## config.mk

```make
export PLATFORM = sky130hd
export DESIGN_NAME = dma_transfer_splitter_core
export DESIGN_NICKNAME = d
export VERILOG_FILES = /design/src/design/dts_pkg.sv /design/src/design/dma_transfer_splitter_core.sv /design/src/design/dts_front.sv /design/src/design/dts_queue.sv /design/src/design/dts_back.sv
export SDC_FILE = /design/constraint.sdc
export NUM_CORES = 2
export LEC_CHECK = 0
export BUFFER_PORTS_ARGS = -buffer_cell sky130_fd_sc_hd__buf_2
export CAP_MARGIN = 30
export CORE_MARGIN = 2
export CORE_UTILIZATION = 56
export DETAILED_ROUTE_END_ITERATION = 8
export PLACE_DENSITY_LB_ADDON = 0.12
export SYNTH_ARGS = -nofsm -noshare
export SYNTH_HDL_FRONTEND = slang
export SYNTH_HIERARCHICAL = 1
export SYNTH_SLANG_ARGS = --single-unit
```

## constraint.sdc

```tcl
create_clock -name clk -period 6.2 [get_ports clk]
set_clock_uncertainty 0.05 [all_clocks]
set_input_delay 0.62 -clock clk [delete_from_list [all_inputs] [get_ports clk]]
set_output_delay 0.62 -clock clk [all_outputs]
set_load 0.005 [all_outputs]
```

## src/design/dts_pkg.sv

```systemverilog
// Shared types and constants for the DMA transfer splitter.
// Used by dts_front, dts_queue, dts_back and the top level; no dependencies.
package dts_pkg;

  // Default configuration of the splitter
  localparam int MAX_BULK_BYTES_DEF     = 16384;
  localparam int WINDOW_CHUNK_BYTES_DEF = 1024;
  localparam int NUM_WINDOWS_DEF        = 2;
  localparam int QUEUE_DEPTH_DEF        = 4;

  // Field widths
  localparam int ADDR_W  = 64;
  localparam int LOCAL_W = 18;
  localparam int COUNT_W = 16;
  localparam int SLOT_W  = 4;
  localparam int BYTES_W = 15;

  // Address geometry
  localparam int LINE_BITS   = 4;
  localparam int OFFSET_BITS = 26;
  localparam int GROUP_W     = 3;

  // At most this many chunks per request
  localparam int RESULT_LIMIT = 64;

  // Configuration register map
  localparam int CFG_ADDR_W = 3;
  localparam logic [CFG_ADDR_W-1:0] CFG_ADDR_WINDOW_SPACE_BASE = 3'd0;

  typedef enum logic {
    OP_TRANSFER,
    OP_TABLE_WRITE
  } req_op_t;

  // Classified request as held in the queue. For a table write, addr carries
  // the new entry and slot the entry index; for a windowed transfer addr is
  // already relative to the window-space base.
  typedef struct packed {
    req_op_t             op;
    logic                windowed;
    logic [ADDR_W-1:0]   addr;
    logic [LOCAL_W-1:0]  local_addr;
    logic [COUNT_W-1:0]  size;
    logic [SLOT_W-1:0]   slot;
  } req_t;

  typedef struct packed {
    logic full;
    logic empty;
  } queue_status_t;

endpackage

```

## src/design/dma_transfer_splitter_core.sv

```systemverilog
// DMA transfer splitter: cuts write requests into legal DMA chunks, with a
// window table and an APB-style register for the window-space base.
// Depends on dts_pkg, dts_front, dts_queue and dts_back.
//
// The front end takes a request in any cycle the request queue has room;
// transfers with a zero byte count or mismatched low address bits in the
// direct path are dropped there and never reach the chunk generator. The
// chunk generator takes a request from the queue while idle (a table write
// completes in that cycle) and then emits its chunks in turn; the output
// register lets a chunk of the same transfer be taken every cycle while pop
// is held. Windowed chunks are translated through a 16-entry table that
// holds no value until written; a chunk that reads an entry never written
// carries an undefined remote address.
module dma_transfer_splitter_core
  import dts_pkg::*;
#(
  parameter int MAX_BULK_BYTES     = MAX_BULK_BYTES_DEF,
  parameter int WINDOW_CHUNK_BYTES = WINDOW_CHUNK_BYTES_DEF,
  parameter int NUM_WINDOWS        = NUM_WINDOWS_DEF,
  parameter int QUEUE_DEPTH        = QUEUE_DEPTH_DEF
)(
  input  logic                  clk,
  input  logic                  rst,
  // Register port
  input  logic                  psel,
  input  logic                  penable,
  input  logic                  pwrite,
  input  logic [CFG_ADDR_W-1:0] paddr,
  input  logic [ADDR_W-1:0]     pwdata,
  output logic [ADDR_W-1:0]     prdata,
  output logic                  pready,
  // Request side
  input  logic                  push,
  output logic                  full,
  input  logic                  mode,
  input  logic [ADDR_W-1:0]     effective_address,
  input  logic [LOCAL_W-1:0]    local_address,
  input  logic [COUNT_W-1:0]    byte_count,
  input  logic [SLOT_W-1:0]     window_slot,
  input  logic [ADDR_W-1:0]     window_base,
  // Chunk side
  output logic                  empty,
  input  logic                  pop,
  output logic [ADDR_W-1:0]     chunk_remote_address,
  output logic [LOCAL_W-1:0]    chunk_local_address,
  output logic [BYTES_W-1:0]    chunk_bytes,
  output logic                  last_chunk
);

  logic [ADDR_W-1:0] window_space_base;
  logic              q_push;
  logic              q_pop;
  req_t              q_req;
  req_t              q_head;
  queue_status_t     q_status;

  // Register port: single base register, always ready
  assign pready = 1'b1;
  assign prdata = (paddr == CFG_ADDR_WINDOW_SPACE_BASE) ? window_space_base : '0;

  always_ff @(posedge clk) begin
    if (rst) begin
      window_space_base <= '0;
    end else if (psel && penable && pwrite && pready
                 && paddr == CFG_ADDR_WINDOW_SPACE_BASE) begin
      window_space_base <= pwdata;
    end
  end

  // Classify incoming requests
  dts_front u_front (
    .push              (push),
    .full              (full),
    .mode              (mode),
    .effective_address (effective_address),
    .local_address     (local_address),
    .byte_count        (byte_count),
    .window_slot       (window_slot),
    .window_base       (window_base),
    .window_space_base (window_space_base),
    .q_status          (q_status),
    .q_push            (q_push),
    .q_req             (q_req)
  );

  // Decouple front end from chunk generator
  dts_queue #(
    .DEPTH (QUEUE_DEPTH)
  ) u_queue (
    .clk      (clk),
    .rst      (rst),
    .push     (q_push),
    .push_req (q_req),
    .pop      (q_pop),
    .head     (q_head),
    .status   (q_status)
  );

  // Cut requests into chunks
  dts_back #(
    .MAX_BULK_BYTES     (MAX_BULK_BYTES),
    .WINDOW_CHUNK_BYTES (WINDOW_CHUNK_BYTES),
    .NUM_WINDOWS        (NUM_WINDOWS)
  ) u_back (
    .clk                  (clk),
    .rst                  (rst),
    .head                 (q_head),
    .q_status             (q_status),
    .q_pop                (q_pop),
    .empty                (empty),
    .pop                  (pop),
    .chunk_remote_address (chunk_remote_address),
    .chunk_local_address  (chunk_local_address),
    .chunk_bytes          (chunk_bytes),
    .last_chunk           (last_chunk)
  );

`ifndef SYNTH
  a_queue_no_overflow: assert property (@(posedge clk) disable iff (rst)
    q_push |-> !q_status.full)
    else $error("request queue written while full");

  a_queue_no_underflow: assert property (@(posedge clk) disable iff (rst)
    q_pop |-> !q_status.empty)
    else $error("request queue read while empty");

  a_chunk_nonzero: assert property (@(posedge clk) disable iff (rst)
    !empty |-> chunk_bytes != '0)
    else $error("chunk of zero length offered");

  a_empty_after_reset: assert property (@(posedge clk)
    $past(rst) |-> empty)
    else $error("chunk offered straight after reset");
`endif

endmodule

```

## src/design/dts_front.sv

```systemverilog
// Request front end: accepts requests, classifies them and queues the work.
// Depends on dts_pkg.
module dts_front
  import dts_pkg::*;
(
  input  logic                push,
  output logic                full,
  input  logic                mode,
  input  logic [ADDR_W-1:0]   effective_address,
  input  logic [LOCAL_W-1:0]  local_address,
  input  logic [COUNT_W-1:0]  byte_count,
  input  logic [SLOT_W-1:0]   window_slot,
  input  logic [ADDR_W-1:0]   window_base,
  input  logic [ADDR_W-1:0]   window_space_base,
  input  queue_status_t       q_status,
  output logic                q_push,
  output req_t                q_req
);

  logic              accept;
  logic              windowed;
  logic              mismatch;
  logic [ADDR_W-1:0] rel_addr;

  assign full   = q_status.full;
  assign accept = push & ~q_status.full;

  // Classify: windowed when the address covers every base bit
  assign windowed = (effective_address & window_space_base) == window_space_base;
  assign rel_addr = effective_address - window_space_base;
  assign mismatch = effective_address[LINE_BITS-1:0] != local_address[LINE_BITS-1:0];

  // Build the queue entry; drop empty transfers and misaligned direct transfers
  always_comb begin
    q_req.local_addr = local_address;
    q_req.size       = byte_count;
    q_req.slot       = window_slot;
    q_req.windowed   = windowed;
    if (mode) begin
      q_req.op   = OP_TABLE_WRITE;
      q_req.addr = window_base;
      q_push     = accept;
    end else begin
      q_req.op   = OP_TRANSFER;
      q_req.addr = windowed ? rel_addr : effective_address;
      q_push     = accept && (byte_count != '0) && (windowed || !mismatch);
    end
  end

endmodule

```

## src/design/dts_queue.sv

```systemverilog
// Short request queue between the front end and the chunk generator.
// Depends on dts_pkg for the request type.
module dts_queue
  import dts_pkg::*;
#(
  parameter int DEPTH = QUEUE_DEPTH_DEF
)(
  input  logic          clk,
  input  logic          rst,
  input  logic          push,
  input  req_t          push_req,
  input  logic          pop,
  output req_t          head,
  output queue_status_t status
);

  localparam int PTR_W = (DEPTH > 1) ? $clog2(DEPTH) : 1;
  localparam int CNT_W = $clog2(DEPTH + 1);

  req_t             entries [DEPTH];
  logic [PTR_W-1:0] wr_ptr;
  logic [PTR_W-1:0] rd_ptr;
  logic [CNT_W-1:0] fill;

  assign status.full  = fill == CNT_W'(DEPTH);
  assign status.empty = fill == '0;
  assign head         = entries[rd_ptr];

  // Store incoming requests
  always_ff @(posedge clk) begin
    if (push) begin
      entries[wr_ptr] <= push_req;
    end
  end

  // Advance pointers and fill level
  always_ff @(posedge clk) begin
    if (rst) begin
      wr_ptr <= '0;
      rd_ptr <= '0;
      fill   <= '0;
    end else begin
      if (push) begin
        wr_ptr <= (wr_ptr == PTR_W'(DEPTH - 1)) ? '0 : wr_ptr + 1'b1;
      end
      if (pop) begin
        rd_ptr <= (rd_ptr == PTR_W'(DEPTH - 1)) ? '0 : rd_ptr + 1'b1;
      end
      if (push && !pop) begin
        fill <= fill + 1'b1;
      end else if (pop && !push) begin
        fill <= fill - 1'b1;
      end
    end
  end

endmodule

```

## src/design/dts_back.sv

```systemverilog
// Chunk generator: takes queued requests, holds the window table and emits
// one chunk per cycle into an output register while it is free or being popped. Depends on dts_pkg.
module dts_back
  import dts_pkg::*;
#(
  parameter int MAX_BULK_BYTES     = MAX_BULK_BYTES_DEF,
  parameter int WINDOW_CHUNK_BYTES = WINDOW_CHUNK_BYTES_DEF,
  parameter int NUM_WINDOWS        = NUM_WINDOWS_DEF
)(
  input  logic                clk,
  input  logic                rst,
  input  req_t                head,
  input  queue_status_t       q_status,
  output logic                q_pop,
  output logic                empty,
  input  logic                pop,
  output logic [ADDR_W-1:0]   chunk_remote_address,
  output logic [LOCAL_W-1:0]  chunk_local_address,
  output logic [BYTES_W-1:0]  chunk_bytes,
  output logic                last_chunk
);

  // Chunk caps, clamped so every length fits the chunk field
  localparam int BULK_CLAMP = (MAX_BULK_BYTES > 32752) ? 32752 : MAX_BULK_BYTES;
  localparam int BULK_RAW   = BULK_CLAMP - (BULK_CLAMP % 16);
  localparam int BULK_CAP   = (BULK_RAW < 16) ? 16 : BULK_RAW;
  localparam int WIN_HI     = (WINDOW_CHUNK_BYTES > 32767) ? 32767 : WINDOW_CHUNK_BYTES;
  localparam int WIN_CAP    = (WIN_HI < 1) ? 1 : WIN_HI;
  localparam int NW         = (NUM_WINDOWS < 1) ? 1 : NUM_WINDOWS;
  localparam int WIN_W      = (NW > 1) ? $clog2(NW) : 1;
  localparam int NCHUNK_W   = $clog2(RESULT_LIMIT);
  localparam int SUM_W      = 6;
  localparam int TABLE_DEPTH = 2 ** SLOT_W;

  logic [ADDR_W-1:0] window_table [TABLE_DEPTH];

  // Current request
  logic                busy;
  logic                windowed;
  logic [ADDR_W-1:0]   addr;
  logic [LOCAL_W-1:0]  local_addr;
  logic [COUNT_W-1:0]  remaining;
  logic [WIN_W-1:0]    window;
  logic [NCHUNK_W-1:0] nchunk;

  // Output register
  logic                out_valid;

  logic                emit;
  logic [COUNT_W-1:0]  win_len;
  logic [COUNT_W-1:0]  bulk_min;
  logic [COUNT_W-1:0]  small_len;
  logic [COUNT_W-1:0]  chunk_len;
  logic [COUNT_W-1:0]  remaining_next;
  logic                is_last;
  logic [LINE_BITS-1:0] line_off;
  logic [SUM_W-1:0]    slot_sum;
  logic [SLOT_W-1:0]   slot;
  logic [ADDR_W-1:0]   remote;

  assign empty = ~out_valid;
  assign emit  = busy & (~out_valid | pop);
  assign q_pop = ~busy & ~q_status.empty;

  // Chunk length for windowed and direct requests
  assign win_len  = (remaining < COUNT_W'(WIN_CAP)) ? remaining : COUNT_W'(WIN_CAP);
  assign bulk_min = (remaining > COUNT_W'(BULK_CAP)) ? COUNT_W'(BULK_CAP) : remaining;
  assign line_off = addr[LINE_BITS-1:0];

  always_comb begin
    if (line_off[2:0] == 3'd0 && remaining >= COUNT_W'(8)) begin
      small_len = COUNT_W'(8);
    end else if (line_off[1:0] == 2'd0 && remaining >= COUNT_W'(4)) begin
      small_len = COUNT_W'(4);
    end else if (line_off[0] == 1'b0 && remaining >= COUNT_W'(2)) begin
      small_len = COUNT_W'(2);
    end else begin
      small_len = COUNT_W'(1);
    end
  end

  always_comb begin
    if (windowed) begin
      chunk_len = win_len;
    end else if (line_off == '0 && remaining >= COUNT_W'(16)) begin
      chunk_len = {bulk_min[COUNT_W-1:LINE_BITS], {LINE_BITS{1'b0}}};
    end else begin
      chunk_len = small_len;
    end
  end

  assign remaining_next = remaining - chunk_len;
  assign is_last = (remaining_next == '0) || (nchunk == NCHUNK_W'(RESULT_LIMIT - 1));

  // Translate windowed addresses through the table
  assign slot_sum = SUM_W'(addr[OFFSET_BITS +: GROUP_W]) * SUM_W'(NW) + SUM_W'(window);
  assign slot     = slot_sum[SLOT_W-1:0];
  assign remote   = windowed
                    ? window_table[slot] + {{(ADDR_W-OFFSET_BITS){1'b0}}, addr[OFFSET_BITS-1:0]}
                    : addr;

  // Write table entries in request order
  always_ff @(posedge clk) begin
    if (q_pop && head.op == OP_TABLE_WRITE) begin
      window_table[head.slot] <= head.addr;
    end
  end

  // Load and step the current request
  always_ff @(posedge clk) begin
    if (rst) begin
      busy <= 1'b0;
    end else if (q_pop && head.op == OP_TRANSFER) begin
      busy <= 1'b1;
    end else if (emit && is_last) begin
      busy <= 1'b0;
    end
  end

  always_ff @(posedge clk) begin
    if (q_pop) begin
      windowed   <= head.windowed;
      addr       <= head.addr;
      local_addr <= head.local_addr;
      remaining  <= head.size;
      window     <= '0;
      nchunk     <= '0;
    end else if (emit) begin
      addr       <= addr + ADDR_W'(chunk_len);
      local_addr <= local_addr + LOCAL_W'(chunk_len);
      remaining  <= remaining_next;
      window     <= (window == WIN_W'(NW - 1)) ? '0 : window + 1'b1;
      nchunk     <= nchunk + 1'b1;
    end
  end

  // Hold the chunk until it is taken
  always_ff @(posedge clk) begin
    if (rst) begin
      out_valid <= 1'b0;
    end else if (emit) begin
      out_valid <= 1'b1;
    end else if (pop) begin
      out_valid <= 1'b0;
    end
  end

  always_ff @(posedge clk) begin
    if (emit) begin
      chunk_remote_address <= remote;
      chunk_local_address  <= local_addr;
      chunk_bytes          <= BYTES_W'(chunk_len);
      last_chunk           <= is_last;
    end
  end

endmodule

```

# After elaboration in Yosys (flattened, before gate mapping)
# Memories as Yosys holds them, arrays and structs flattened. A register that Yosys moved wholly into a read port is not among the register bits.
# Cells that the tools add are included.
[totals] ramBits=1440 word_cells=117 in_bits=241 memories=2 output_inout_bits=165 reg_bits=277
[memory_table] memory="u_back.window_table" depth=16 width=64 rd=1 rd_ports_with_merged_regs=0 wr=1 line="dts_back.sv:35" text="logic [ADDR_W-1:0] window_table [TABLE_DEPTH];"
[memory_table] memory="u_queue.entries" depth=4 width=104 rd=1 rd_ports_with_merged_regs=1 wr=1 line="dts_queue.sv:20" text="req_t entries [DEPTH];"
[op_classes] n_mux=34 n_eq_ne=6 n_reduce_logical=30 n_bitwise=11 add_sub_neg=12 n_lt_le_gt_ge=6
[ops] operator="$mux W64" n=6
[ops] operator="$mux W16" n=8
[ops] operator="$add A64 B16 Y64" n=1
[ops] operator="$add A64 B26 Y64" n=1
[ops] operator="$and A64 B64 Y64" n=1
[ops] operator="$eq A64 B64 Y1" n=1
[ops] operator="$sub A64 B64 Y64" n=1
[ops] operator="$mux W18" n=2
[ops] operator="$add A18 B16 Y18" n=1
[ops] operator="$ge A16 B2 Y1 const B" n=1
[ops] operator="$ge A16 B3 Y1 const B" n=1
[ops] operator="$ge A16 B4 Y1 const B" n=1
[ops] operator="$ge A16 B5 Y1 const B" n=1
[ops] operator="$gt A16 B15 Y1 const B" n=1
[ops] operator="$logic_not A16 Y1" n=1
[ops] operator="$lt A16 B11 Y1 const B" n=1
[ops] operator="$reduce_bool A16 Y1" n=1
[ops] operator="$sub A16 B16 Y16" n=1
[ops] operator="$logic_and A1 B1 Y1" n=14
[ops] operator="$mux W1" n=11
[ops] operator="$mux W2" n=5
[ops] operator="$logic_not A3 Y1" n=3
[ops] operator="$reduce_bool A2 Y1" n=4
[ops] operator="$add A6 B1 Y6 const B" n=1
[ops] operator="other kinds (17)" n=30

# Longest topological paths before layout
[logic_depth] ltp_word=13 depth_mapped=24 depth_no_buf=17

# By module
# Netlist, hierarchy kept.
[modules_own_cells] module="dts_back" n_inst=1 seq_area_each_um2=36845.3 area_per_inst_um2=52835.7 cells_each=3005
[modules_own_cells] module="dts_queue" n_inst=1 seq_area_each_um2=12672.2 area_per_inst_um2=15464.8 cells_each=588
[modules_own_cells] module="dts_front" n_inst=1 seq_area_each_um2=0.0 area_per_inst_um2=6994.2 cells_each=1084
[modules_own_cells] module="dma_transfer_splitter_core" n_inst=1 seq_area_each_um2=1281.2 area_per_inst_um2=3375.7 cells_each=352

# Worst setup path before layout
# OpenSTA, ideal clock, no wires.
[synth_timing] path_kind="reg2reg" startpoint="register with a tool-made name" endpoint="memory u_back.window_table[0][0], enable pin" n_path_buf=2 synth_period_minus_slack_ns=6.513 slack_ns=-0.313 setup_ns=0.565 t_arrival_ns=5.899 path_stages_with_launch=6 required_ns=5.585 cell_sequence="dfxtp_1 -> buf_6 -> buf_8 -> mux4_2 -> or3_1 -> nor3_1"
[synth_rtl] element="end: declaration" line="dts_back.sv:35"

# Worst setup path in the final report
[layout_timing] startpoint="register u_back.remaining[8]" endpoint="register u_back.addr[52] (data pin)"
[layout_via] elab_cells_between_ends=20 cone_classes="add/sub: 1; order compare: 6; mux: 9; reduce/logical: 4"
[layout_rtl] element="start: declaration" line="dts_back.sv:42" text="logic [COUNT_W-1:0] remaining;"
[layout_rtl] element="start signal: assignment" line="dts_back.sv:125" text="remaining <= head.size;"
[layout_rtl] element="start signal: assignment" line="dts_back.sv:131" text="remaining <= remaining_next;"
[layout_rtl] element="$ge A16 B4 Y1" line="dts_back.sv:71" text="if (line_off[2:0] == 3'd0 && remaining >= COUNT_W'(8)) begin"
[layout_rtl] element="$logic_and A1 B1 Y1" line="dts_back.sv:71"
[layout_rtl] element="$mux W16" line="dts_back.sv:71"
[layout_rtl] element="$mux W16" line="dts_back.sv:85" text="end else if (line_off == '0 && remaining >= COUNT_W'(16)) begin"
[layout_rtl] element="$mux W16 *" line="dts_back.sv:83" text="if (windowed) begin"
[layout_rtl] element="net u_back.chunk_len[4]" line="dts_back.sv:53" text="logic [COUNT_W-1:0] chunk_len;"
[layout_rtl] element="$add A64 B16 Y64 *" line="dts_back.sv:129" text="addr <= addr + ADDR_W'(chunk_len);"
[layout_rtl] element="$mux W64 *" line="dts_back.sv:128" text="end else if (emit) begin"
[layout_rtl] element="$mux W64 *" line="dts_back.sv:121" text="if (q_pop) begin"
[layout_rtl] element="end signal: assignment" line="dts_back.sv:123" text="addr <= head.addr;"
[layout_rtl] element="end signal: assignment" line="dts_back.sv:129"
[layout_rtl] element="end: declaration" line="dts_back.sv:40" text="logic [ADDR_W-1:0] addr;"
# Mark *: on every way through the listed nets, which the timed path passes. The rest lies on a longest branch. The select of a mux whose other input is x is not followed.
# A chain may end at the register's enable or synchronous reset.

==> reports/metrics.cfg <==
[timing]
setup_tns_ns = 0
fin_crit_ns = 5.59
max_freq_mhz = 179
maxSlewViolCount = 0
post-route-period-util_pct = 90.1
maxSlewHeadroom_pct = 31.0
max_slew.worst_pin.slew_ns = 1.03
setup_viol = 0
hold_viol_final = 0
rsz0062_at_grt = no

[layout]
multi_input_area_sq_mm = 0.0255
final-seq-area_sq_mm = 0.0508
synthToLayoutAreaGrowth_pct = 13.3
drive_above_1_share_pct = 21.5
fin_nets = 5986
stdcell_area_sq_mm = 0.0891
fin_util_pct = 63.9
final_cells = 7558
fillers = 10076

[yosys]
synth_top_area_share_pct = 62.5
synth.most_common_cell = edfxtp_1
yosys_register_bits = 1719
seq_area_frac_synth_pct = 64.6
yosysTopAreaCell = edfxtp_1
ys_types = 113
synth_edf_count = 1637
synth.area.top_cells = edfxtp_1 (62%), mux4_2 (10%), ha_1 (3.3%)
ys_async_sr_fraction_pct = 0
yosys_warnings = 6
syn_area_sq_mm = 0.0787
syn_avg_cell_area_sq_um = 15.6
synthFlopType = edfxtp_1
postSynthCellCount = 5029
synthTopCellsByCount = edfxtp_1 (1637), mux4_2 (348), nand2_1 (300)

[global_route]
grt_pass1_vias = 45865
track_usage_pct = 28.2
overflow = 0
antenna_found_initial = 16
grt_pass1_wl_microns = 297000
grt_max_degree = 112

[floorplan]
die_y_microns = 379
die_x_microns = 379
rows = 137
start_util_pct = 56.4
coreArea_sq_mm = 0.140
die_area_sq_mm = 0.143
boundaryPins = 406

[setup_path]
r2r_cells = 17
cp_top_family = compound AO/OA/AOI/OAI gates
worst_path_max_delay_cell = o31ai_1
required_ns = 6.70
worstPathArrival_ns = 6.09
timing.critical_path.buf_inv = 3
r2r_end = u_back/addr[52]$_DFFE_PP_
worstSetupPathType = flip-flop to flip-flop
end_kind = flip-flop
reg2reg_slack_ns = 0.61
cp_cell_sequence = nor4_1 > nand2_1 > nor3_1 > nand4_1 > a2111oi_0 > buf_4 > a21o_1 > and2_1 > ha_1 > inv_1 > o21a_1 > o31ai_1 > o2111ai_2 > buf_4 > a211oi_1 > mux2i_1 > a211o_1
crit_fanout = 20
start_kind = flip-flop
path_common_cell = buf_4
critPathMaxStageDelay_ns = 0.82
rr_startpoint = u_back/remaining[8]$_DFFE_PP_

[min_path]
min_from = local_address[2]
hold_end = u_queue/entries[2][22]$_DFFE_PP_
hold_path.class = primary input to flip-flop
hold-path-cell-count = 1

[pwr]
p_leak_nw = 30.5
vdd_ir_drop_max_mv = 0.332
p_sw_mw = 15.0
p_seq_share_pct = 39.8
combPwrFrac_pct = 36.1
power_density_mw_per_mm2 = 478
clock_power_share_pct = 24.2
finalPower_mw = 42.6
swShare_pct = 35.2
p_int_mw = 27.6

[place]
dp.cells = 7135
dpl_cell_area_sq_mm = 0.0825
place_hpwl_microns = 131000
io_buffer_count = 404
gp_congestion = 0.908

[route]
drt_pass1_iterations = 8
wl_per_cell_microns = 26.7
num_vias = 47048
drt_iter0_markers = 5523
vias_per_cell = 6.22
ant_nets = 0
drc_errors = 0
wirelength_microns = 202000

[cts]
postCtsHoldBufs = 96
ctsLongestPathBuffers = 3
cts_tree = done
ctsRootBufferMaster = clkbuf_16
cts_resized = 0
clk_latency_ns = 0.81
cts_sinks = 1719
post-cts-setup-buffer-count = 0
clkTransAtPathRegs_ns = 0.06
h-tree-depth = 4
cts_buffers = 173

[run]
drv_cap = 0

[status]
status = complete, no violations

## registers in the layout, summed over array words and instances, names as in the netlist, 16 cells and up, named ones only
signal and flops:
window_space_base 64, u_back/chunk_remote_address 64, u_back/addr 64, u_back/window_table 1024, u_back/chunk_local_address 18, u_back/local_addr 18
u_back/remaining 16, u_queue/entries 416
## worst reg2reg max path: stages, from the launching register on
cell and delay (ns):
edfxtp_1 0.42, nor4_1 0.32, nand2_1 0.18, nor3_1 0.36
nand4_1 0.13, a2111oi_0 0.40, buf_4 0.21, a21o_1 0.17
and2_1 0.24, ha_1 0.19, inv_1 0.08, o21a_1 0.22
o31ai_1 0.82, o2111ai_2 0.21, buf_4 0.28, a211oi_1 0.63
mux2i_1 0.16, a211o_1 0.28
## metal layers
layer | vias up | wire length, microns | global-route usage, %
li1 | 20651 | - | -
met3 | 308 | 17500 | 5.38
met2 | 2141 | 94000 | 43.6
met1 | 23926 | 85800 | 41.6
met4 | 22 | 4580 | 7.41
met5 | - | 145 | 0
## power by group through the flow
stage	Combinational, mW	Clock [mW]	Sequential [mW]
5_1_grt	16.6	10.9	17.1
2_1_floorplan	10.5	0	16.8
3_5_place_dp	15.1	0	17.2
6_report	15.4	10.3	17.0
4_1_cts	15.2	10.5	17.0
3_3_place_gp	14.9	0	17.2
## cell type report
type | instances | area share (%)
sequential | 1719 | 57.0
multi-input combinational | 2822 | 28.6
clock buffer | 209 | 5.08
timing repair buffer | 615 | 4.67
tap | 1876 | 2.63
clock inverter | 110 | 1.17
inverter | 202 | 0.856
antenna | 5 | 0.0140
## stage by stage
step | hold WS (ns) | setup WS, ns
2_1_floorplan | 0.383 | -0.170
3_3_place_gp | 0.396 | 0.776
3_5_place_dp | 0.393 | 0.688
4_1_cts | 0.00285 | 0.671
5_1_grt | 0.0259 | 0.235
6_report | 0.0524 | 0.615
## placed cells by master (no fill, tap or decap), types with 96 or more instances in the layout
cell type and n:
inv_1 199, xnor2_1 109, nor2_1 219, nand2b_1 151
ha_1 206, mux4_2 348, a21oi_1 202, edfxtp_1 1637
dlygate4sd3_1 96, nand2_1 299, clkbuf_16 176, o21ai_0 138
mux2i_1 98, buf_2 403
## kinds of logic (layout without fill, tap and decap cells)
kind of cell	Yosys count	in the layout	synth area share, %
xor+xnor	159	159	1.77
buf+inv	489	1136	3.30
fa+ha+maj	212	212	3.43
flops	1719	1719	64.6
other cells	2	8	0.00955
simple gates	1137	1137	7.37
mux	509	509	12.9
compound gates	802	802	6.67
## worst max path at each step
| stage | from | to | slack [ns] | depth (start not counted) |
|---|---|---|---|---|
| after global routing | u_back/remaining[8]$_DFFE_PP_ | u_back/addr[52]$_DFFE_PP_ | 0.24 | 17 |
| after CTS | u_back/remaining[8]$_DFFE_PP_ | u_back/addr[52]$_DFFE_PP_ | 0.67 | 17 |
| after floorplan | flip-flop | u_back/window_table[2][0]$_DFFE_PP_ | -0.17 | 4 |
| after detailed placement | u_back/remaining[8]$_DFFE_PP_ | u_back/addr[52]$_DFFE_PP_ | 0.69 | 17 |
| after global placement | u_back/remaining[8]$_DFFE_PP_ | u_back/addr[52]$_DFFE_PP_ | 0.78 | 17 |
| final | u_back/remaining[8]$_DFFE_PP_ | u_back/addr[52]$_DFFE_PP_ | 0.61 | 17 |
No activity file was read; power rests on OpenSTA's default activity.
